<file path="config.mk">
export PLATFORM = sky130hd
export DESIGN_NAME = fmd_cell
export DESIGN_NICKNAME = d
export VERILOG_FILES = /design/src/rtl/fmd_pkg.sv /design/src/rtl/fmd_cell.sv
export SDC_FILE = /design/constraint.sdc
export NUM_CORES = 1
export LEC_CHECK = 0
export BUFFER_PORTS_ARGS = -buffer_cell sky130_fd_sc_hd__buf_4
export CAP_MARGIN = 20
export CORE_ASPECT_RATIO = 0.75
export CORE_MARGIN = 1
export CORE_UTILIZATION = 43
export CTS_BUF_LIST = sky130_fd_sc_hd__clkbuf_4
export CTS_CLUSTER_SIZE = 14
export DETAILED_ROUTE_END_ITERATION = 10
export GPL_TIMING_DRIVEN = 0
export HOLD_SLACK_MARGIN = 0.03
export PLACE_DENSITY = 0.83
export SKIP_LAST_GASP = 1
export SYNTH_ARGS = -nofsm -noshare
export SYNTH_HDL_FRONTEND = slang
export SYNTH_SLANG_ARGS = --single-unit
</file>
<file path="constraint.sdc">
create_clock -name clk -period 2 [get_ports clk]
set_input_delay 0.1 -clock clk [delete_from_list [all_inputs] [get_ports clk]]
set_output_delay 0.1 -clock clk [all_outputs]
set_load 0.02 [all_outputs]
</file>
<file path="src/rtl/fmd_pkg.sv">
// ----------------------------------------------------------------------------
// fmd_pkg: shared types and constants for the min-dequeue FIFO
// Command and status codes, cell operations and the payload structs of the
// command and response channels.
// ----------------------------------------------------------------------------
package fmd_pkg;

  localparam int DEPTH_DEF = 512;
  localparam int ITEM_W    = 32;
  localparam int COUNT_W   = 10;

  typedef logic [ITEM_W-1:0]  item_t;
  typedef logic [COUNT_W-1:0] count_t;

  typedef enum logic [1:0] {
    CMD_ENQ = 2'd0,
    CMD_DEQ = 2'd1,
    CMD_MIN = 2'd2,
    CMD_CLR = 2'd3
  } cmd_t;

  typedef enum logic [1:0] {
    STAT_DONE  = 2'd0,
    STAT_FULL  = 2'd1,
    STAT_EMPTY = 2'd2
  } status_t;

  // What every cell of the chain does this cycle
  typedef enum logic [1:0] {
    OP_HOLD   = 2'd0,
    OP_LOAD   = 2'd1,
    OP_SHIFT  = 2'd2,
    OP_ROTATE = 2'd3
  } cell_op_t;

  typedef struct packed {
    cmd_t  command;
    item_t item_in;
  } cmd_item_t;

  typedef struct packed {
    status_t status;
    item_t   item_out;
    count_t  count;
    logic    is_empty;
    logic    is_full;
  } rsp_item_t;

endpackage

</file>
<file path="src/rtl/fmd_cell.sv">
// ----------------------------------------------------------------------------
// fmd_cell: one storage cell of the entry chain
// Holds one entry. Loads a new item, takes its upper neighbor's entry, or,
// when it is the last live cell of a rotation, takes the head entry.
// ----------------------------------------------------------------------------
module fmd_cell
  import fmd_pkg::*;
#(
  parameter int CNT_W = 10,
  parameter int INDEX = 0
) (
  input  logic             clk,
  input  cell_op_t         op,
  input  logic [CNT_W-1:0] sel,
  input  item_t            next_data,
  input  item_t            head_data,
  input  item_t            new_data,
  output item_t            data
);

  localparam logic [CNT_W-1:0] MY_IDX = CNT_W'(INDEX);

  logic hit;

  assign hit = (sel == MY_IDX);

  // Entry register, no reset: contents are only read once written
  always_ff @(posedge clk) begin
    case (op)
      OP_LOAD: begin
        if (hit) begin
          data <= new_data;
        end
      end
      OP_SHIFT:  data <= next_data;
      OP_ROTATE: data <= hit ? head_data : next_data;
      default:   data <= data;
    endcase
  end

endmodule

</file>
# Word level (Yosys, flattened, before mapping)
# Index checks and enable logic that the tools add are counted.
[totals]
elab_cells = 11
regBits = 32
input_bits = 109
[classes]
eq_ne = 4
muxes = 3
reduce_logical = 3
[ops]
columns = ["cell", "n"]
rows = [
  ["32-bit one-hot mux with 3 select lines", 1],
  ["32-bit two-way mux", 2],
  ["10-bit logical NOT", 1],
  ["2-bit == test, second input constant", 2],
  ["3-bit nonzero test", 1],
  ["2-bit by 1-bit == test with 1-bit output, second input constant", 1],
  ["2-bit != test, second input constant", 1],
  ["2-bit AND reduction", 1],
]

# Logic depth before layout (Yosys ltp)
# Gate-level depths: netlist of the first run.
[logic_depth]
word_depth = 3
depth_mapped = 5

# Least setup slack after synthesis of the first run
# OpenSTA, ideal clock, no wires.
[synth_path]
path_type = "in2reg"
start = "in sel[1]"
end = "reg data[0] (enable)"
arrival_time_ns = 1.294
setup_time_ns = 0.390
cell_stages = 2
setup_slack_ns = 0.315
t_required_ns = 1.610
n_path_buf = 0
path_cell_list = "nor4_2 a41o_1"
[synth_between]
elab_chain_cells = 3
[synth_rtl]
columns = ["element", "line_no", "text"]
rows = [
  ["start: declaration", "fmd_cell.sv:14", "input logic [CNT_W-1:0] sel,"],
  ["10-bit logical NOT", "fmd_cell.sv:25", "assign hit = (sel == MY_IDX);"],
  ["2-bit != test (no line)", "--", ""],
  ["2-bit AND reduction (no line)", "--", ""],
  ["end signal: assignment", "fmd_cell.sv:32", "data <= new_data;"],
  ["end signal: assignment", "fmd_cell.sv:35", "OP_SHIFT: data <= next_data;"],
  ["end signal: assignment", "fmd_cell.sv:36", "OP_ROTATE: data <= hit ? head_data : next_data;"],
  ["end: declaration", "fmd_cell.sv:18", "output item_t data"],
]
# Every way passes these cells.
# A chain may end at the register's enable or synchronous reset.

# Worst setup path in the final report of the first run
[layout_path]
start = "in op[0]"
end = "reg data[9] (enable)"
[layout_between]
elab_chain_cells = 3
[layout_rtl]
columns = ["element", "line_no", "text"]
rows = [
  ["start: declaration", "fmd_cell.sv:13", "input cell_op_t op,"],
  ["2-bit by 1-bit == test with 1-bit output or 2-bit == test (tied branches)", "fmd_cell.sv:29", "case (op)"],
  ["2-bit != test (no line) or 3-bit nonzero test (tied branches)", "--", ""],
  ["2-bit AND reduction (no line) (*)", "--", ""],
]
# Mark *: on every way between the ends. The rest lies on a longest branch, timed or not.

==> flow_summary_export.csv, run 1 <==
group,metric,value,unit
detailed_routing,drtPass1Iterations,4,
power_and_ir_drop,p_seq_share,48.1,%
placed_design,placed_cells,412,
placed_design,final_gp_congestion,0.7989,
floorplan,floorplan.initialDensity,44.89,%
worst_setup_path,critical_path_cell_list,"buf_4, clkbuf_1, a41o_1, buf_16",
final_layout,reg_top3,"data: 32 flops",
clocking,cts.root.buffer_cell,"clkbuf_4",
yosys,number_of_library_cell_types_mapped_by_synthesis,12,
global_route,largest_net_degree_at_the_start_of_global_routing,19,
yosys,synth.top_cell.area_share,47.64,%
yosys,synth.net_count,323,
timing,fmax,671.2,MHz
detailed_routing,post-route-drc-count,0,
power_and_ir_drop,vdd.ir_drop.worst,0.0003047,V
clocking,clk_pin_slew_worst_paths,100,ps
timing,finalSetupViolCount,0,
clocking,ctsHoldBuffers,0,
final_layout,antenna_cells_inserted,0,
clocking,clock_tree_from_tritoncts,"built",
final_layout,area_delta_synth_final,59.80,%
global_route,grt-ovfl-total,0,
detailed_routing,detailedRoute.firstIterationViolations,184,
worst_setup_path,crit_path_top_delay_cell,"a41o_1",
global_route,grt_antenna_before_repair,0,
timing,rsz_0062_raised_after_global_routing,"no",
worst_setup_path,cp-start-kind,"input pin",
worst_setup_path,crit_required,2040,ps
final_layout,layout-drive-gt1-share,42.42,%
worst_setup_path,setup.worst_path.end_class,"flop",
clocking,cts_resized,0,
global_route,grt.total_usage,24.29,%
placed_design,port_buffers,140,
final_layout,leading_cell_type_in_the_layout_fill_and_taps_excluded,"buf_4",
timing,finalWorstPathRequiredPeriod,1490,ps
timing,setup-tns-final,0,ps
worst_setup_path,worstPathBufferInverterCount,3,
yosys,netlist_area,2017,um2
detailed_routing,vias,2142,
global_route,grt_first_pass_wirelength,8942,um
yosys,synth_seq_area_share,47.64,%
job,maxCapViolCount,0,
power_and_ir_drop,power.share.clock,21.6,%
floorplan,die-width,81.08,um
floorplan,core_area,4493,um2
placed_design,place.detailed.hpwl,4734,um
yosys,synth-seq-cells,32,
worst_setup_path,crit_path_class,"in -> reg",
floorplan,ports_placed_on_the_boundary,141,
power_and_ir_drop,power.share.switching,27.87,%
detailed_routing,avgRoutedWirePerCell,14.65,um
final_layout,largest_register_ffs,32,
yosys,synthesis.instances,214,
yosys,yosysWarningCount,0,
hold_path,timing.hold.worst.class,"in -> reg",
worst_setup_path,crit_arrival,1530,ps
power_and_ir_drop,cellPowerDensity,538.5,nW/um2
timing,hold_violations,0,
run_status,status,"completed",
clocking,cts_buffers,5,
detailed_routing,route.final.wire_length,6155,um
yosys,post-synth-top-area-cell,"edfxtp_1",
timing,finalCritPeriodShare,74.49,%
floorplan,die_height,61.31,um
final_layout,postLayoutCellArea,3223,um2
yosys,ys_top_cells_by_area,"edfxtp_1 (48%), o21ai_0 (16%), mux2i_1 (16%)",
floorplan,dieArea,4971,um2
timing,timing.final.max_slew_violations,0,
placed_design,placed_cell_area,3167,um2
power_and_ir_drop,totalPowerFinal,0.001736,W
power_and_ir_drop,netSwitchingPower,0.0004837,W
final_layout,registers.top_by_ff_count,"data",
power_and_ir_drop,static-leakage-power,1.684,nW
final_layout,finalNonFillerCells,420,
final_layout,n_fill_cell,345,
clocking,clock-sinks,32,
detailed_routing,vias_per_cell,5.100,
clocking,cts_setup_buffers,0,
timing,max_slew.worst_pin.slew,756.1,ps
final_layout,finish.net_count,471,
clocking,cts.htree.levels,2,
detailed_routing,drtAntennaViolNets,0,
worst_setup_path,cp_slowest_stage_delay,730,ps
worst_setup_path,critPathTopFamily,"compound AO/OA/AOI/OAI gates",
worst_setup_path,worst-path-max-fanout,18,
power_and_ir_drop,internal_power,0.001252,W
clocking,clockBufferDepth,2,
timing,max_slew_margin,49.59,%
final_layout,most-common-layout-cells,"buf_4 (140), o21ai_0 (66), mux2i_1 (32), inv_1 (32), edfxtp_1 (32)",
global_route,grt_pass1_vias,2001,
power_and_ir_drop,comb_power_share,30.3,%
yosys,post_synth.cell_area_avg,9.425,um2
floorplan,rows,21,
-- power groups by stage --
stage	registers [W]	clock network (W)	logic (W)
after floorplan	0.000938	0	0.000126
after global placement	0.000850	0	0.000509
after detailed placement	0.000850	0	0.000529
after CTS	0.000835	0.000382	0.000531
after global routing	0.000839	0.000408	0.000570
final	0.000834	0.000375	0.000527
-- worst paths after layout --
check                       endpoint         start  cells past startpoint
setup / recovery   data[9]$_DFFE_PP_         op[0]                      4
hold / removal    data[24]$_DFFE_PP_  new_data[24]                      3
-- final cells by class --
type                            instances  area [um2]  area share [%]
Tap cell                               57       71.32           2.213
Timing Repair Buffer                  141        1079           33.46
Clock buffer                            7       52.55           1.630
Clock inverter                          1       3.754          0.1165
Inverter                               32       120.1           3.727
Multi-Input combinational cell        134       853.3           26.48
Sequential cell                        32       960.9           29.81
Buffer                                 16       82.58           2.562
-- metal layers --
layer	wire [um]	GRT usage [%]
met5	0	0
met2	2999	43.10
met4	25	7.908
met1	2538	28.84
met3	591	6.963
-- cells in the mapped netlist, drive strengths merged --
master,instances
a41o,1
buf,3
clkbuf,13
edfxtp,32
inv,32
mux2i,32
nand2,1
nand3,1
nor2,1
nor4,2
o21ai,96
-- kinds of logic (layout without fill, tap and decap cells) --
| family | count (synthesis) | after routing | synth area share (%) |
|---|---|---|---|
| AND/OR/NAND/NOR | 5 | 5 | 2.109 |
| flip-flops | 32 | 32 | 47.64 |
| AO/OA/AOI/OAI | 97 | 97 | 24.32 |
| buffers and inverters | 48 | 197 | 10.05 |
| multiplexers | 32 | 32 | 15.88 |
-- tightest hold or removal path, stage by stage --
cell     delay, ps
buf_4           80
o21ai_0         50
o21ai_0         60
-- per-stage QoR --
stage | hold WS (ps) | util, % | setup slack [ps]
after global placement | 410.8 | 69.87 | -196.7
after floorplan | 309.1 | - | 315.4
after global routing | 59.86 | 71.73 | 394.1
final | 76.77 | 71.73 | 510.1
after CTS | 64.84 | 71.73 | 491.0
after detailed placement | 412.6 | 70.48 | 130.0
Power figures use the tool's default switching activity.
==> inputs of run 2 (changes only) <==
==> constraint.sdc (replaced) <==
create_clock -name clk -period 1.55 [get_ports clk]
set_input_delay 0.0775 -clock clk [delete_from_list [all_inputs] [get_ports clk]]
set_output_delay 0.0775 -clock clk [all_outputs]
set_load 0.02 [all_outputs]
==> flow_summary_export.csv, run 2 (synthesis gave the netlist of run 1 again) <==
group,metric,value,unit
run_status,status,"completed",
worst_setup_path,setup.worst_path.end_class,"flop",
final_layout,reg_top3,"data: 32 flops",
detailed_routing,vias_per_cell,5.253,
final_layout,area.sequential,960.9,um2
worst_setup_path,crit_path_class,"in -> reg",
placed_design,place.detailed.hpwl,4746,um
final_layout,antenna_cells_inserted,0,
global_route,grt_first_pass_wirelength,9108,um
clocking,cts_buffers,5,
floorplan,ports_placed_on_the_boundary,141,
floorplan,floorplan.initialDensity,44.89,%
detailed_routing,vias,2201,
final_layout,leading_cell_type_in_the_layout_fill_and_taps_excluded,"buf_4",
job,maxCapViolCount,0,
power_and_ir_drop,static-leakage-power,1.682,nW
hold_path,hold_crit_start,"new_data[24]",
global_route,grt_pass1_vias,1938,
detailed_routing,detailedRoute.firstIterationViolations,180,
final_layout,finalNonFillerCells,419,
placed_design,final_gp_congestion,0.7837,
floorplan,rows,21,
power_and_ir_drop,cellPowerDensity,745.8,nW/um2
timing,finalWorstPathRequiredPeriod,1323,ps
global_route,grt-ovfl-total,0,
final_layout,area_delta_synth_final,59.68,%
worst_setup_path,worst-path-max-fanout,32,
floorplan,die_height,61.31,um
timing,finalSetupViolCount,0,
placed_design,port_buffers,140,
final_layout,registers.top_by_ff_count,"data",
global_route,grt_antenna_before_repair,0,
final_layout,most-common-layout-cells,"buf_4 (140), o21ai_0 (66), mux2i_1 (32), inv_1 (32), edfxtp_1 (32)",
detailed_routing,post-route-drc-count,0,
final_layout,finish.net_count,470,
clocking,clk_pin_slew_worst_paths,100,ps
timing,max_slew_margin,51.12,%
clocking,cts.root.buffer_cell,"clkbuf_4",
clocking,cts_setup_buffers,0,
worst_setup_path,cp-startpoint,"op[0]",
floorplan,die-width,81.08,um
worst_setup_path,cp-start-kind,"input pin",
clocking,cts.htree.levels,2,
timing,rsz_0062_raised_after_global_routing,"no",
timing,timing.final.max_slew_violations,0,
detailed_routing,drtPass1Iterations,5,
clocking,clock-sinks,32,
worst_setup_path,crit_arrival,1290,ps
clocking,cts_resized,0,
detailed_routing,route.final.wire_length,6243,um
floorplan,core_area,4493,um2
placed_design,placed_cells,411,
final_layout,n_fill_cell,360,
final_layout,largest_register_ffs,32,
detailed_routing,avgRoutedWirePerCell,14.90,um
global_route,largest_net_degree_at_the_start_of_global_routing,33,
timing,finalCritPeriodShare,85.38,%
global_route,grt.total_usage,24.62,%
clocking,clockBufferDepth,2,
clocking,clock_tree_from_tritoncts,"built",
power_and_ir_drop,vdd.ir_drop.worst,0.0005876,V
detailed_routing,drtAntennaViolNets,0,
timing,fmax,755.6,MHz
timing,hold_violations,0,
floorplan,dieArea,4971,um2
clocking,ctsHoldBuffers,0,
hold_path,timing.hold.worst.class,"in -> reg",
power_and_ir_drop,totalPowerFinal,0.002402,W
timing,max_slew.worst_pin.slew,733.2,ps
final_layout,total_area_of_multi_input_combinational_cells,854.6,um2
final_layout,layout-drive-gt1-share,42.82,%
worst_setup_path,crit_required,1520,ps
==> run 2: cell types whose count changed in the layout (fill, tap and decap cells not counted), sizes merged <==
cell and change:
clkbuf -1, bufinv +1, buf -1
==> run 2: cell type report <==
class	count	share of cell area, %
Clock inverter	2	1.088
Timing Repair Buffer	140	32.63
Clock buffer	6	1.399
Tap cell	57	2.214
Multi-Input combinational cell	134	26.53
Buffer	16	2.564
Inverter	32	3.730
Sequential cell	32	29.84
==> run 2: critical path, stage by stage <==
cell and delay [ps]:
buf_4 120, clkbuf_1 320, a41o_2 760
==> run 2: path summary, 6_finish.rpt <==
path            endpoint  slack [ps]  cells after the start
max    data[6]$_DFFE_PP_         230                      3
min   data[24]$_DFFE_PP_          60                      3
==> run 2: per-stage QoR <==
| stage | cell area (um2) | utilization (%) | hold WS, ps | setup WS, ps | setup TNS (ps) |
|---|---|---|---|---|---|
| final | 3221 | 71.68 | 64.86 | 226.6 | 0 |
| after global routing | 3221 | 71.68 | 60.62 | 131.9 | 0 |
| after CTS | 3221 | 71.68 | 45.85 | 225.4 | 0 |
| after detailed placement | 3141 | 69.90 | 394.6 | -130.9 | -4172 |
| after global placement | 3141 | 69.90 | 381.4 | -151.9 | -4827 |
| after floorplan | 2018 | - | 286.6 | 203.6 | 0 |
==> run 2: report_power, final <==
group	internal, W	total (W)	switching (W)
clock network	0.000356	0.000653	0.000297
registers	0.00105	0.00108	0.0000212
logic	0.000345	0.000673	0.000328
==> run 2: metal layers <==
metal  part of all wire [%]  track usage, %  vias up
li1                       -               -     1058
met1                     40           30.88     1019
met2                     50           42.86      116
met3                    8.2           6.667        8
met4                    1.2           5.867        0
met5                      0               0        -
