===== src/rtl/fmd_pkg.sv =====
// ----------------------------------------------------------------------------
// fmd_pkg: shared types and constants for the min-dequeue FIFO
// Command and status codes, cell operations and the payload structs of the
// command and response channels.
// ----------------------------------------------------------------------------
package fmd_pkg;

  localparam int DEPTH_DEF = 512;
  localparam int ITEM_W    = 32;
  localparam int COUNT_W   = 10;

  typedef logic [ITEM_W-1:0]  item_t;
  typedef logic [COUNT_W-1:0] count_t;

  typedef enum logic [1:0] {
    CMD_ENQ = 2'd0,
    CMD_DEQ = 2'd1,
    CMD_MIN = 2'd2,
    CMD_CLR = 2'd3
  } cmd_t;

  typedef enum logic [1:0] {
    STAT_DONE  = 2'd0,
    STAT_FULL  = 2'd1,
    STAT_EMPTY = 2'd2
  } status_t;

  // What every cell of the chain does this cycle
  typedef enum logic [1:0] {
    OP_HOLD   = 2'd0,
    OP_LOAD   = 2'd1,
    OP_SHIFT  = 2'd2,
    OP_ROTATE = 2'd3
  } cell_op_t;

  typedef struct packed {
    cmd_t  command;
    item_t item_in;
  } cmd_item_t;

  typedef struct packed {
    status_t status;
    item_t   item_out;
    count_t  count;
    logic    is_empty;
    logic    is_full;
  } rsp_item_t;

endpackage


===== src/rtl/fmd_ctrl.sv =====
// ----------------------------------------------------------------------------
// fmd_ctrl: command sequencer of the min-dequeue FIFO
// Keeps the fill count, drives the cell chain and builds the responses.
// A min dequeue rotates the chain once to find the minimum and once more
// to drop it, restoring oldest-first order at cell zero.
// ----------------------------------------------------------------------------
module fmd_ctrl
  import fmd_pkg::*;
#(
  parameter int DEPTH = DEPTH_DEF,
  parameter int CNT_W = $clog2(DEPTH + 1)
) (
  input  logic             clk,
  input  logic             rst,
  input  logic             cmd_valid,
  output logic             cmd_ready,
  input  cmd_item_t        cmd,
  output logic             rsp_valid,
  input  logic             rsp_ready,
  output rsp_item_t        rsp,
  input  item_t            head,
  output cell_op_t         cell_op,
  output logic [CNT_W-1:0] sel
);

  localparam logic [CNT_W-1:0] FULL_CNT = CNT_W'(DEPTH);
  localparam logic [CNT_W-1:0] ZERO_CNT = '0;
  localparam logic [CNT_W-1:0] ONE_CNT  = CNT_W'(1);

  typedef enum logic [2:0] {
    S_IDLE = 3'b001,
    S_SCAN = 3'b010,
    S_DROP = 3'b100
  } state_t;

  state_t           state;
  logic [CNT_W-1:0] count;
  logic [CNT_W-1:0] len;
  logic [CNT_W-1:0] step;
  logic [CNT_W-1:0] best_idx;
  item_t            best;
  logic             accept;
  logic             rsp_set;

  function automatic rsp_item_t make_rsp(status_t st, item_t val, logic [CNT_W-1:0] n);
    rsp_item_t r;
    r.status   = st;
    r.item_out = val;
    r.count    = COUNT_W'(n);
    r.is_empty = (n == ZERO_CNT);
    r.is_full  = (n == FULL_CNT);
    return r;
  endfunction

  assign cmd_ready = (state == S_IDLE) && (!rsp_valid || rsp_ready);
  assign accept    = cmd_valid && cmd_ready;

  // Response load: at the transfer, except a non-empty min dequeue at its end
  assign rsp_set = (accept && (cmd.command != CMD_MIN || count == ZERO_CNT)) ||
                   (state == S_DROP && step == count - ONE_CNT);

  // Chain control
  always_comb begin
    cell_op = OP_HOLD;
    sel     = count;
    case (state)
      S_IDLE: begin
        if (accept) begin
          if (cmd.command == CMD_ENQ && count != FULL_CNT) begin
            cell_op = OP_LOAD;
          end else if (cmd.command == CMD_DEQ && count != ZERO_CNT) begin
            cell_op = OP_SHIFT;
          end
        end
      end
      S_SCAN: begin
        cell_op = OP_ROTATE;
        sel     = len - ONE_CNT;
      end
      S_DROP: begin
        if (step == best_idx) begin
          cell_op = OP_SHIFT;
        end else begin
          cell_op = OP_ROTATE;
          sel     = len - ONE_CNT;
        end
      end
      default: begin
        cell_op = OP_HOLD;
      end
    endcase
  end

  // Sequencer, count and response register
  always_ff @(posedge clk) begin
    if (rst) begin
      state     <= S_IDLE;
      count     <= '0;
      rsp_valid <= 1'b0;
    end else begin
      rsp_valid <= rsp_set || (rsp_valid && !rsp_ready);
      case (state)
        S_IDLE: begin
          if (accept) begin
            case (cmd.command)
              CMD_ENQ: begin
                if (count == FULL_CNT) begin
                  rsp <= make_rsp(STAT_FULL, '0, count);
                end else begin
                  count <= count + ONE_CNT;
                  rsp   <= make_rsp(STAT_DONE, '0, count + ONE_CNT);
                end
              end
              CMD_DEQ: begin
                if (count == ZERO_CNT) begin
                  rsp <= make_rsp(STAT_EMPTY, '0, count);
                end else begin
                  count <= count - ONE_CNT;
                  rsp   <= make_rsp(STAT_DONE, head, count - ONE_CNT);
                end
              end
              CMD_MIN: begin
                if (count == ZERO_CNT) begin
                  rsp <= make_rsp(STAT_EMPTY, '0, count);
                end else begin
                  state <= S_SCAN;
                  len   <= count;
                  step  <= '0;
                end
              end
              default: begin
                count <= '0;
                rsp   <= make_rsp(STAT_DONE, '0, ZERO_CNT);
              end
            endcase
          end
        end
        // Pass one: the last entry at or below the running minimum wins
        S_SCAN: begin
          if (step == ZERO_CNT || head <= best) begin
            best     <= head;
            best_idx <= step;
          end
          if (step == len - ONE_CNT) begin
            state <= S_DROP;
            step  <= '0;
          end else begin
            step <= step + ONE_CNT;
          end
        end
        // Pass two: rotate, dropping the minimum when it reaches cell zero
        S_DROP: begin
          if (step == best_idx) begin
            len <= len - ONE_CNT;
          end
          step <= step + ONE_CNT;
          if (step == count - ONE_CNT) begin
            state <= S_IDLE;
            count <= count - ONE_CNT;
            rsp   <= make_rsp(STAT_DONE, best, count - ONE_CNT);
          end
        end
        default: begin
          state <= S_IDLE;
        end
      endcase
    end
  end

endmodule


===== config.mk =====
export PLATFORM = sky130hd
export DESIGN_NAME = fmd_ctrl
export DESIGN_NICKNAME = d
export VERILOG_FILES = /design/src/rtl/fmd_pkg.sv /design/src/rtl/fmd_ctrl.sv
export SDC_FILE = /design/constraint.sdc
export NUM_CORES = 1
export LEC_CHECK = 0
export ABC_CLOCK_PERIOD_IN_PS = 8070
export BUFFER_PORTS_ARGS = -buffer_cell sky130_fd_sc_hd__buf_2
export CORE_AREA = 2 2 162 164
export CTS_CLUSTER_DIAMETER = 50
export DETAILED_ROUTE_END_ITERATION = 16
export DIE_AREA = 0 0 164 166
export PLACE_DENSITY = 0.5
export SLEW_MARGIN = 20
export SYNTH_ARGS = -nofsm -noshare
export SYNTH_HDL_FRONTEND = slang
export SYNTH_SLANG_ARGS = --single-unit
export TNS_END_PERCENT = 5

===== constraint.sdc =====
create_clock -name clk -period 8.07 [get_ports clk]
set_input_delay 0.807 -clock clk [delete_from_list [all_inputs] [get_ports clk]]
set_output_delay 0.807 -clock clk [all_outputs]
set_load 0.02 [all_outputs]

# Word-level counts from Yosys, hierarchy flattened
# Cells that the tools add are included.
dict set report op_classes {
  eq_ne 23
  reduce_logical 28
  order_cmp 1
  muxes 36
  bitwise_logic 1
  addsub 4
}
# cell n
set op_table {}
lappend op_table {{46-bit two-way mux} 4}
lappend op_table {{46-bit case mux with 3 select lines} 1}
lappend op_table {{10-bit two-way mux} 13}
lappend op_table {{46-bit case mux with 2 select lines} 1}
lappend op_table {{10-bit case mux with 2 select lines} 3}
lappend op_table {{10-bit case mux with 3 select lines} 2}
lappend op_table {{45-bit two-way mux} 1}
lappend op_table {{10-bit zero test} 4}
lappend op_table {{32-bit <= comparator} 1}
lappend op_table {{10-bit == test} 3}
lappend op_table {{10-bit == test, second input constant} 3}
lappend op_table {{10-bit by 1-bit adder with 10-bit output, second input constant} 2}
lappend op_table {{10-bit by 1-bit subtractor with 10-bit output, second input constant} 2}
lappend op_table {{3-bit two-way mux} 5}
lappend op_table {{5-bit AND reduction} 3}
lappend op_table {{6-bit AND reduction} 2}
lappend op_table {{10-bit inequality test, second input constant} 1}
lappend op_table {{2-bit inequality test, second input constant} 5}
lappend op_table {{10-bit nonzero test} 1}
lappend op_table {{3-bit inequality test, second input constant} 3}
lappend op_table {{3-bit case mux with 3 select lines} 1}
lappend op_table {{1-bit logical AND} 7}
lappend op_table {{2-bit two-way mux} 3}
lappend op_table {{2-bit by 1-bit inequality test with 1-bit output, second input constant} 3}
lappend op_table {{14 further kinds} 19}
dict set report word_totals {
  out_inout_bits 60
  input_bits 70
  regBits 122
  word_cells 105
}

# Depth between registers and ports, before layout
# Gate-level depths: netlist of run 1.
dict set report logic_depth {
  depth_word 7
  mapped_depth 12
  mapped_depth_nobuf 9
}

# Worst setup path after synthesis of run 1
# OpenSTA, ideal clock, no wires.
dict set report synth_path {
  kind {input to register}
  start {input port head[25]}
  end {register best[0], enable pin}
  cell_stages 8
  t_required_ps 7570
  setup_time_ps 500
  path_buffers 0
  t_arrival_ps 4804
  path_slack_ps 2767
  cell_sequence {ha_1 -> a21o_1 -> a21o_1 -> a21oi_1 -> o211ai_1 -> a21oi_1 -> o21ai_0 -> o21ai_0}
}
dict set report synth_between {
  elab_chain_len 3
}
# item line
set synth_rtl {}
lappend synth_rtl {{from (decl)} fmd_ctrl.sv:21} ;# input item_t head,
lappend synth_rtl {{32-bit <= comparator} fmd_ctrl.sv:140} ;# if (step == ZERO_CNT || head <= best) begin
lappend synth_rtl {{1-bit logical OR} fmd_ctrl.sv:140}
lappend synth_rtl {{3-bit AND reduction (no source line)} -}
lappend synth_rtl {{to (signal assigned)} fmd_ctrl.sv:141} ;# best <= head;
lappend synth_rtl {{to (decl)} fmd_ctrl.sv:41} ;# item_t best;
# Every way passes these cells.
# A chain may end at the register's enable or synchronous reset.

# Final worst setup path of run 1
dict set report layout_path {
  start {register count[0]}
  end {output port cell_op[1]}
}
dict set report layout_between {
  elab_chain_len 6
  word_cells_on_any_way 8
  cone_classes {1 x eq/ne; 4 x mux; 3 x reduce/logical}
}
# item line
set layout_rtl {}
lappend layout_rtl {{from (decl)} fmd_ctrl.sv:37} ;# logic [CNT_W-1:0] count;
lappend layout_rtl {{from (signal assigned)} fmd_ctrl.sv:110} ;# count <= count + ONE_CNT;
lappend layout_rtl {{from (signal assigned)} fmd_ctrl.sv:118} ;# count <= count - ONE_CNT;
lappend layout_rtl {{from (signal assigned)} fmd_ctrl.sv:159} ;# count <= count - ONE_CNT;
lappend layout_rtl {{10-bit nonzero test} fmd_ctrl.sv:71} ;# end else if (cmd.command == CMD_DEQ && count != ZERO_CNT) begin
lappend layout_rtl {{1-bit logical AND} fmd_ctrl.sv:71}
lappend layout_rtl {{2-bit two-way mux} fmd_ctrl.sv:71}
lappend layout_rtl {{2-bit two-way mux (*)} fmd_ctrl.sv:69} ;# if (cmd.command == CMD_ENQ && count != FULL_CNT) begin
lappend layout_rtl {{2-bit two-way mux (*)} fmd_ctrl.sv:68} ;# if (accept) begin
lappend layout_rtl {{2-bit case mux with 3 select lines (*)} fmd_ctrl.sv:66} ;# case (state)
lappend layout_rtl {{to (decl)} fmd_ctrl.sv:22} ;# output cell_op_t cell_op,
# Every way passes the cells marked *; elsewhere a longest branch is shown, timed or not.

==> results of run 1 <==
registers in the layout (all words and copies together) (netlist names):
name	flops
rsp	46
best	32
best_idx	10
count	10
len	10
step	10
state	3
rsp_valid	1
layout by cell type, fill, tap and decap left out, types with 9 or more instances in the layout:
master | synthesis | routed
inv_1 | 54 | 54
o21ai_0 | 69 | 68
ha_1 | 38 | 38
nor3_1 | 23 | 23
dfxtp_1 | 14 | 14
a21oi_1 | 41 | 41
nand3_1 | 53 | 53
edfxtp_1 | 108 | 108
nand2b_1 | 11 | 11
xor2_1 | 9 | 9
buf_2 | 1 | 97
mux2i_1 | 10 | 10
clkbuf_16 | 0 | 17
xnor2_1 | 35 | 35
nor2_1 | 55 | 53
a21o_1 | 11 | 11
nand2_1 | 44 | 44
cell type report:
type / instances / area, um^2
Fill cell: 2644 / 16700
Timing Repair Buffer: 105 / 546
Inverter: 55 / 206
Tap cell: 335 / 419
Clock buffer: 17 / 425
Sequential cell: 122 / 3520
Clock inverter: 15 / 179
Multi-Input combinational cell: 538 / 3600
power by group:
group / leakage [nW] / switching, mW / internal, mW
combinational: 2.02 / 0.470 / 0.254
clock: 0.296 / 0.327 / 0.468
sequential: 1.11 / 0.0684 / 0.783
total: 3.43 / 0.865 / 1.50
cells by family (layout without fill, tap and decap cells):
| family | Yosys count | after routing | synth area share, % |
|---|---|---|---|
| muxes | 11 | 11 | 1.64 |
| xor gates and xnor gates | 49 | 49 | 6.65 |
| and+or+nand+nor | 244 | 244 | 16.2 |
| adders and majority gates | 38 | 38 | 6.35 |
| AOI/OAI and AO/OA | 196 | 196 | 16.5 |
| DFF | 122 | 122 | 47.0 |
| buffers and inverters | 107 | 192 | 5.58 |
worst min-delay path by stage:
stage,depth (start not counted),startpoint,end
after detailed placement,1,state[2]$_SDFFE_PP0P_,state[1]$_SDFFE_PP0P_
final,1,state[2]$_SDFFE_PP0P_,state[1]$_SDFFE_PP0P_
after global placement,1,state[2]$_SDFFE_PP0P_,state[1]$_SDFFE_PP0P_
after floorplan,0,step[2]$_DFFE_PP_,best_idx[2]$_DFFE_PP_
after CTS,1,state[2]$_SDFFE_PP0P_,state[1]$_SDFFE_PP0P_
after global routing,1,state[2]$_SDFFE_PP0P_,state[1]$_SDFFE_PP0P_
synthesized netlist by cell type, drive strengths merged, types with 7 or more instances:
| master | n | area share, % |
|---|---|---|
| a211oi | 7 | 0.70 |
| a21o | 11 | 1.1 |
| a21oi | 42 | 3.0 |
| and3 | 8 | 0.67 |
| buf | 8 | 0.62 |
| clkbuf | 44 | 2.2 |
| dfxtp | 14 | 3.7 |
| edfxtp | 108 | 43 |
| ha | 38 | 6.3 |
| inv | 54 | 2.7 |
| mux2i | 10 | 1.3 |
| nand2 | 44 | 2.2 |
| nand2b | 11 | 0.92 |
| nand3 | 53 | 3.5 |
| nand4 | 8 | 0.67 |
| nor2 | 55 | 2.8 |
| nor3 | 23 | 1.5 |
| nor4 | 8 | 0.75 |
| o21ai | 70 | 4.7 |
| o22ai | 7 | 0.58 |
| o31ai | 7 | 0.70 |
| or3 | 7 | 0.58 |
| xnor2 | 35 | 4.1 |
| xor2 | 9 | 1.1 |
worst register-to-register path, cell delays in order, from the launching register on:
cell and delay (ps):
dfxtp_1 520, inv_1 400, ha_1 570, or4b_1 660, or4_1 560, o31ai_1 80
o2111ai_1 210, nor4_2 480, a21oi_1 150, nor2_4 100, buf_4 530
routing by layer:
layer / up-vias / track usage (%) / share of wire, %
li1: 2985 / - / -
met1: 2956 / 21.9 / 47
met2: 200 / 24.3 / 45
met4: 0 / 4.84 / 1.8
met5: - / 0 / 0
met3: 24 / 3.47 / 6.3
==> results by group, run 1 <==
Clock network
  • H-tree levels: 4
  • Post-CTS Hold Buffers: 0
  • Sink Count: 122
  • Clock buffer depth: 2
  • Clock latency on the worst-skew pair: 430 ps
  • Post-CTS resize count: 0
  • CTS clk-pin slew, worst paths: 60 ps
  • Post-CTS setup buffers: 0
  • CTS Buf Count: 17
  • CTS tree: built
  • CTS Root Cell: clkbuf_16

Place
  • Dpl ws: 3460 ps
  • Gpl congestion: 0.853
  • I/O Buffers: 97
  • Dpl hpwl: 15000 um
  • Area post-placement: 0.00829 mm^2
  • Placed insts: 1155

Worst setup path
  • Critical path cell sequence: inv_1, ha_1, or4b_1, nor3_1, nand2b_1, o21ai_0, buf_2
  • Worst path bufs/invs: 2
  • Crit path arrival time: 3910 ps
  • Critical path's top delay family: simple AND/OR/NAND/NOR gates
  • Crit end category: output pin
  • Worst path max stage delay: 660 ps
  • Worst R2R Path Depth: 10
  • Critical path depth: 7
  • Worst R2R Start: count[0]$_SDFFE_PP0P_
  • Critical path fanouts, max: 14
  • CP Launch Type: register
  • WS Path Type: register to output pin
  • Crit path to: cell_op[1]
  • R2R Path End: rsp[16]$_DFFE_PP_
  • Crit path launch: count[0]$_SDFFE_PP0P_
  • Max stage delay cell, worst path: or4b_1
  • R2R setup slack: 3430 ps
  • CP required: 7260 ps

Global route
  • First-pass GRT wire length: 33400 um
  • Initial antenna violation count: 0
  • GRT Overall Usage: 15.7%
  • Pin count of the biggest net entering global routing: 63
  • Number of global-route vias before repair: 6038
  • Grt total ovfl: 0

STA
  • # setup viols final: 0
  • Layout Skew: 12.4 ps
  • WHS: 528 ps
  • Hold Fails Final Rpt: 0
  • Min Tclk post-route: 4720 ps
  • TNS Setup: 0 ps
  • Final Cycle Share: 58.4%
  • Pins Over Slew Limit: 0
  • Max-slew headroom at the worst pin: 29.9%
  • Final Worst Setup Slack: 3350 ps
  • Worst slew pin tran: 1050 ps
  • Highest Clock Rate: 212 MHz
  • Unrepaired setup endpoints after global routing: false

Pwr
  • Leak Pwr: 3.43 nW
  • Pwr Density: 266 mW/mm^2
  • Worst-case vdd ir drop: 0.000126 V
  • Total power: 2.37 mW

Layout
  • Final Instance Count excl. Fillers: 1187
  • Fin area: 0.00889 mm^2
  • Share of cells above drive strength 1: 18.0%
  • Nets: 947
  • Final core utilization: 34.7%
  • Area Overhead vs Synth: 18.7%
  • Antenna cell count: 0

Synthesis
  • Synth async-reset ratio: 0%
  • Top_reg_cell synth: edfxtp_1
  • Syn_nets: 875
  • Number of synthesized flops with an enable pin: 108
  • Syn Inst Count: 767
  • Register area share after synthesis: 47.0%
  • Flop and latch count out of synthesis: 122
  • Unique cell type count in the Yosys netlist: 62
  • Post-Syn Area: 0.00749 mm^2
  • Syn_area_per_cell: 9.77 um^2
  • Yosys warnings: 0

Run status
  • Status: finished clean

Drt
  • Vias per cell: 5.19
  • WL final: 21100 um
  • Residual antenna-violating net count after detailed routing: 0
  • Wire per inst: 17.8 um
  • Via count: 6165
  • DR DRC count: 0
  • Drt first-iter violations: 566
  • Initial DRT Pass Iterations: 5

Hold path
  • Hold WC Path Type: register to register

Floorplan
  • Die height: 166 um
  • Die W: 164 um
  • Die area: 0.0272 mm^2
  • Initial Util: 29.2%
  • I/O pin count: 130
  • Core area: 0.0256 mm^2
  • Cell Rows: 59

Run
  • MaxCap Viol Count: 0
No activity file was read; power rests on OpenSTA's default activity.
==> run 2: changes to the inputs <==
ABC_CLOCK_PERIOD_IN_PS = 4000   (was 8070)
PLACE_DENSITY = 0.52   (was 0.5)
clock period = 4 ns   (was 8.07 ns; I/O delays follow)
==> results by group, run 2 (synthesized netlist as in run 1, its figures left out) <==
Pwr
  • Leak Pwr: 3.52 nW (+2.7%)
  • Pwr Density: 533 mW/mm^2 (+100%)
  • Worst-case vdd ir drop: 0.000234 V (+86%)

Floorplan
  • Die height: 166 um (unchanged)
  • I/O pin count: 130 (unchanged)
  • Cell Rows: 59 (unchanged)
  • Initial Util: 29.2% (unchanged)
  • Die W: 164 um (unchanged)
  • Die area: 0.0272 mm^2 (unchanged)
  • Core area: 0.0256 mm^2 (unchanged)

STA
  • Unrepaired setup endpoints after global routing: false
  • Layout Skew: 22.2 ps (+9.78 ps)
  • Min Tclk post-route: 3280 ps
  • Max-slew headroom at the worst pin: 25.6% (-4.3 points)
  • Hold Fails Final Rpt: 0 (unchanged)
  • Final Cycle Share: 82.1%
  • TNS Setup: 0 ps (unchanged)
  • Final Worst Setup Slack: 718 ps (-2640 ps)
  • Highest Clock Rate: 305 MHz
  • Worst slew pin tran: 1110 ps (+64.6 ps)
  • WHS: 173 ps (-355 ps)
  • Pins Over Slew Limit: 0 (unchanged)
  • # setup viols final: 0 (unchanged)

Drt
  • Wire per inst: 17.7 um (about the same)
  • DR DRC count: 0 (unchanged)
  • Via count: 6335 (+2.8%)
  • Vias per cell: 5.24 (+0.97%)
  • WL final: 21400 um (+1.7%)
  • Residual antenna-violating net count after detailed routing: 0 (unchanged)
  • Drt first-iter violations: 619 (+9.4%)
  • Initial DRT Pass Iterations: 5 (unchanged)

Clock network
  • CTS Root Cell: clkbuf_16
  • Post-CTS Hold Buffers: 0 (unchanged)
  • CTS clk-pin slew, worst paths: 70 ps (about the same)
  • CTS tree: built
  • H-tree levels: 4 (unchanged)
  • Sink Count: 122 (unchanged)
  • Clock latency on the worst-skew pair: 430 ps (about the same)
  • Clock buffer depth: 2 (unchanged)
  • Post-CTS setup buffers: 0 (unchanged)
  • CTS Buf Count: 17 (unchanged)
  • Post-CTS resize count: 0 (unchanged)

Place
  • Gpl congestion: 0.901 (+5.6%)
  • Placed insts: 1176 (+1.8%)
  • Dpl ws: 764 ps (-2700 ps)
  • Dpl hpwl: 15200 um (+1.3%)
  • I/O Buffers: 97 (unchanged)

Layout
  • Most common cell after layout, fill and taps aside: edfxtp_1
  • Share of cells above drive strength 1: 19.9% (+2.0 points)
  • Final core utilization: 35.3% (+0.55 points)
  • Antenna cell count: 0 (unchanged)
  • Regs by FF count: rsp x46, best x32
  • Area Overhead vs Synth: 20.6%
  • Top reg by flops: rsp
  • Final Instance Count excl. Fillers: 1208 (+1.8%)
  • Most frequent cells in the layout: edfxtp_1 (108), buf_2 (97), o21ai_0 (68), inv_1 (54)
  • Largest register FFs: 46 (unchanged)
  • Nets: 968 (+2.2%)

Global route
  • Pin count of the biggest net entering global routing: 47 (-25%)
  • GRT Overall Usage: 16.1% (+0.39 points)
  • First-pass GRT wire length: 34200 um (+2.6%)
  • Initial antenna violation count: 0 (unchanged)
  • Number of global-route vias before repair: 6057 (+0.31%)
  • Grt total ovfl: 0 (unchanged)

Worst setup path
  • Critical path fanouts, max: 9 (-5)
  • CP Launch Type: register
  • Crit path arrival time: 3640 ps (-270 ps)
  • Crit end category: register
  • WS Path Type: register to register
  • CP required: 4360 ps (-2900 ps)

Hold path
  • Hold WC Path Type: input pin to register

Run status
  • Status: finished clean

Run
  • MaxCap Viol Count: 0 (unchanged)
## run 2: routing by layer
layer | GRT usage [%] | vias up | part of all wire (%)
met5 | 0 | - | 0
met4 | 5.00 | 0 | 1.6
met3 | 3.05 | 27 | 5.6
met2 | 24.6 | 210 | 45
met1 | 23.1 | 3070 | 48
li1 | - | 3028 | -
## run 2: stage by stage
stage	cell area [um^2]	power, mW
global route	9040	5.07
global placement	8460	3.29
CTS	9040	4.85
detailed placement	8460	3.30
floorplan	7500	2.75
finish	9040	4.81
## run 2: path summary, 6_finish.rpt
check / from / to / slack [ps] / cells past startpoint
worst min register to register: count[9]$_SDFFE_PP0P_ / count[9]$_SDFFE_PP0P_ / 490 / 2
worst max-delay path: count[1]$_SDFFE_PP0P_ / count[0]$_SDFFE_PP0P_ / 720 / 9
worst max register to register: count[1]$_SDFFE_PP0P_ / count[0]$_SDFFE_PP0P_ / 720 / 9
worst min-delay path: head[0] / best[0]$_DFFE_PP_ / 170 / 1
## run 2: critical path: stages (launching register included)
cell,delay [ps]
dfxtp_1,310
inv_1,140
ha_1,180
or4b_1,510
or4_1,520
o31ai_1,80
o2111ai_1,220
or4_1,800
a21oi_4,250
mux2i_1,190
## run 2: cell type report
type / instances / area (um^2)
fill: 2631 / 16600
multi-input combinational: 538 / 3600
sequential: 122 / 3520
timing repair buffer: 126 / 716
clock buffer: 17 / 425
tap: 335 / 419
inverter: 55 / 206
clock inverter: 15 / 150
## run 2: report_power, final
part | total, mW | switching, mW | internal (mW)
clock | 1.53 | 0.650 | 0.876
combinational | 1.61 | 1.02 | 0.595
sequential | 1.67 | 0.0946 | 1.58
==> run 3: changes to the inputs <==
ABC_CLOCK_PERIOD_IN_PS = 2700   (was 4000)
clock period = 2.7 ns   (was 4 ns; I/O delays follow)
==> results by group, run 3 (synthesized netlist as in run 1, its figures left out) <==
Run status
  • Status: finished with violations
  • Failing checks: setup timing

Pwr
  • Internal power: 5.04 mW (+65%)
  • Clock power frac: 30.2% (-1.5 points)
  • Sequential share of power: 30.9% (-3.8 points)
  • Leak Pwr: 3.98 nW (+13%)
  • Total power: 7.86 mW (+63%)
  • NetSw: 2.82 mW (+60%)
  • Pwr Density: 788 mW/mm^2 (+48%)
  • Switch share: 35.9% (-0.77 points)
  • Worst-case vdd ir drop: 0.000320 V (+37%)
  • Gate power share: 38.9% (+5.3 points)

Place
  • I/O Buffers: 97 (unchanged)
  • Dpl hpwl: 16500 um (+8.4%)
  • Placed insts: 1240 (+5.4%)
  • Gpl congestion: 0.893 (-0.82%)

Layout
  • Largest register FFs: 46 (unchanged)
  • Final Instance Count excl. Fillers: 1283 (+6.2%)
  • Most common cell after layout, fill and taps aside: edfxtp_1
  • Share of cells above drive strength 1: 30.5% (+11 points)
  • Antenna cell count: 0 (unchanged)
  • Nets: 1043 (+7.7%)
  • Most frequent cells in the layout: edfxtp_1 (108), buf_4 (100), buf_2 (91), o21ai_0 (67), nand3_1 (53)
  • Top reg by flops: rsp
  • Final core utilization: 38.9% (+3.6 points)
  • Area Overhead vs Synth: 33.1%
  • Regs by FF count: rsp x46, best x32

Drt
  • Drt first-iter violations: 591 (-4.5%)
  • DR DRC count: 0 (unchanged)
  • Wire per inst: 17.4 um (-1.7%)
  • Vias per cell: 5.14 (-2.0%)
  • Initial DRT Pass Iterations: 5 (unchanged)
  • Via count: 6592 (+4.1%)
  • Residual antenna-violating net count after detailed routing: 0 (unchanged)
  • WL final: 22400 um (+4.4%)

Floorplan
  • Die height: 166 um (unchanged)
  • I/O pin count: 130 (unchanged)
  • Cell Rows: 59 (unchanged)
  • Die area: 0.0272 mm^2 (unchanged)
  • Core area: 0.0256 mm^2 (unchanged)
  • Initial Util: 29.2% (unchanged)
  • Die W: 164 um (unchanged)

Global route
  • Global routing usage on met3: 3.15% (+0.10 points)
  • GRT Overall Usage: 16.6% (+0.50 points)
  • Grt total ovfl: 0 (unchanged)
  • Initial antenna violation count: 0 (unchanged)
  • Number of global-route vias before repair: 6377 (+5.3%)
  • GR peak layer: met2
  • First-pass GRT wire length: 35100 um (+2.6%)
  • Met1 Track Usage GR: 22.9% (-0.11 points)
  • Pin count of the biggest net entering global routing: 47 (unchanged)
  • Routing usage on met2: 26.2% (+1.6 points)

Clock network
  • CTS tree: built
  • Clock buffer depth: 2 (unchanged)
  • H-tree levels: 4 (unchanged)
  • CTS Buf Count: 17 (unchanged)
  • CTS Root Cell: clkbuf_16
  • CTS clk-pin slew, worst paths: 60 ps (about the same)
  • Clock latency on the worst-skew pair: 430 ps (about the same)
  • Sink Count: 122 (unchanged)
  • Post-CTS Hold Buffers: 0 (unchanged)

Worst setup path
  • CP required: 3000 ps (-1360 ps)
  • Critical path fanouts, max: 13 (+4)
  • Crit end category: register
  • CP Launch Type: register
  • Crit path arrival time: 3120 ps (-520 ps)
  • WS Path Type: register to register

STA
  • Hold Fails Final Rpt: 0 (unchanged)
  • Highest Clock Rate: 356 MHz (+17%)
  • Pins Over Slew Limit: 0 (unchanged)
  • Min Tclk post-route: 2810 ps (-471 ps)
  • # setup viols final: 55 (+55)
  • Layout Skew: 10.1 ps (-12.1 ps)
  • Max-slew headroom at the worst pin: 55.4% (+30 points)
  • Final Cycle Share: 104% (+22 points)
  • Unrepaired setup endpoints after global routing: true
  • Worst slew pin tran: 665 ps (-445 ps)
  • Final Worst Setup Slack: -112 ps (-829 ps)

Hold path
  • Hold WC Path Type: input pin to register

Run
  • MaxCap Viol Count: 0 (unchanged)
## run 3: repair_timing
item	CTS	global route
pin swaps	6	5
buffers inserted	8	3
setup endpoints to repair	78	79
resized for setup	26	35
## run 3: worst paths after layout
path / from / to / slack [ps] / depth (start not counted)
worst max-delay path: count[0]$_SDFFE_PP0P_ / count[4]$_SDFFE_PP0P_ / -110 / 11
worst min-delay path: head[0] / best[0]$_DFFE_PP_ / 40 / 1
worst max register to register: count[0]$_SDFFE_PP0P_ / count[4]$_SDFFE_PP0P_ / -110 / 11
worst min register to register: state[2]$_SDFFE_PP0P_ / state[1]$_SDFFE_PP0P_ / 530 / 1
## run 3: power by group through the flow
stage | logic, mW | registers (mW) | clock network [mW]
2_1_floorplan | 1.51 | 2.62 | 0
3_3_place_gp | 2.73 | 2.47 | 0
3_5_place_dp | 2.72 | 2.48 | 0
4_1_cts | 2.85 | 2.43 | 2.42
5_1_grt | 3.30 | 2.45 | 2.48
6_report | 3.06 | 2.43 | 2.37
## run 3: final cells by class
type / count / area (um^2)
multi-input cells: 538 / 3860
repair buffers: 201 / 1350
clock inverters: 15 / 178
well taps: 335 / 419
flip-flops and latches: 122 / 3530
clock buffers: 17 / 425
inverters: 55 / 216
fillers: 2556 / 15600
## run 3: worst max-delay path, stage by stage, from the launching register on
cell and delay [ps]:
dfxtp_2 390, buf_6 190, nor3_1 100, buf_4 150, a311o_1 350, a21oi_1 120, nand4b_1 220, buf_4 210
or4_4 560, buf_6 160, a21oi_1 150, o32ai_1 80
## run 3: routing by layer
layer	vias up	routed length [um]
met3	39	1370
met2	231	10300
met1	3131	10200
met5	-	0
li1	3191	-
met4	0	462
## run 3: per-stage QoR
step | hold slack [ps] | worst slack, ps | area, um^2 | setup TNS, ps
floorplan | 369 | -943 | 7560 | -63430
global placement | 465 | -251 | 8990 | -12990
detailed placement | 465 | -270 | 8990 | -14380
CTS | 16.5 | -160 | 9770 | -5450
global route | 26.8 | -222 | 9970 | -10680
finish | 37.9 | -112 | 9970 | -3540
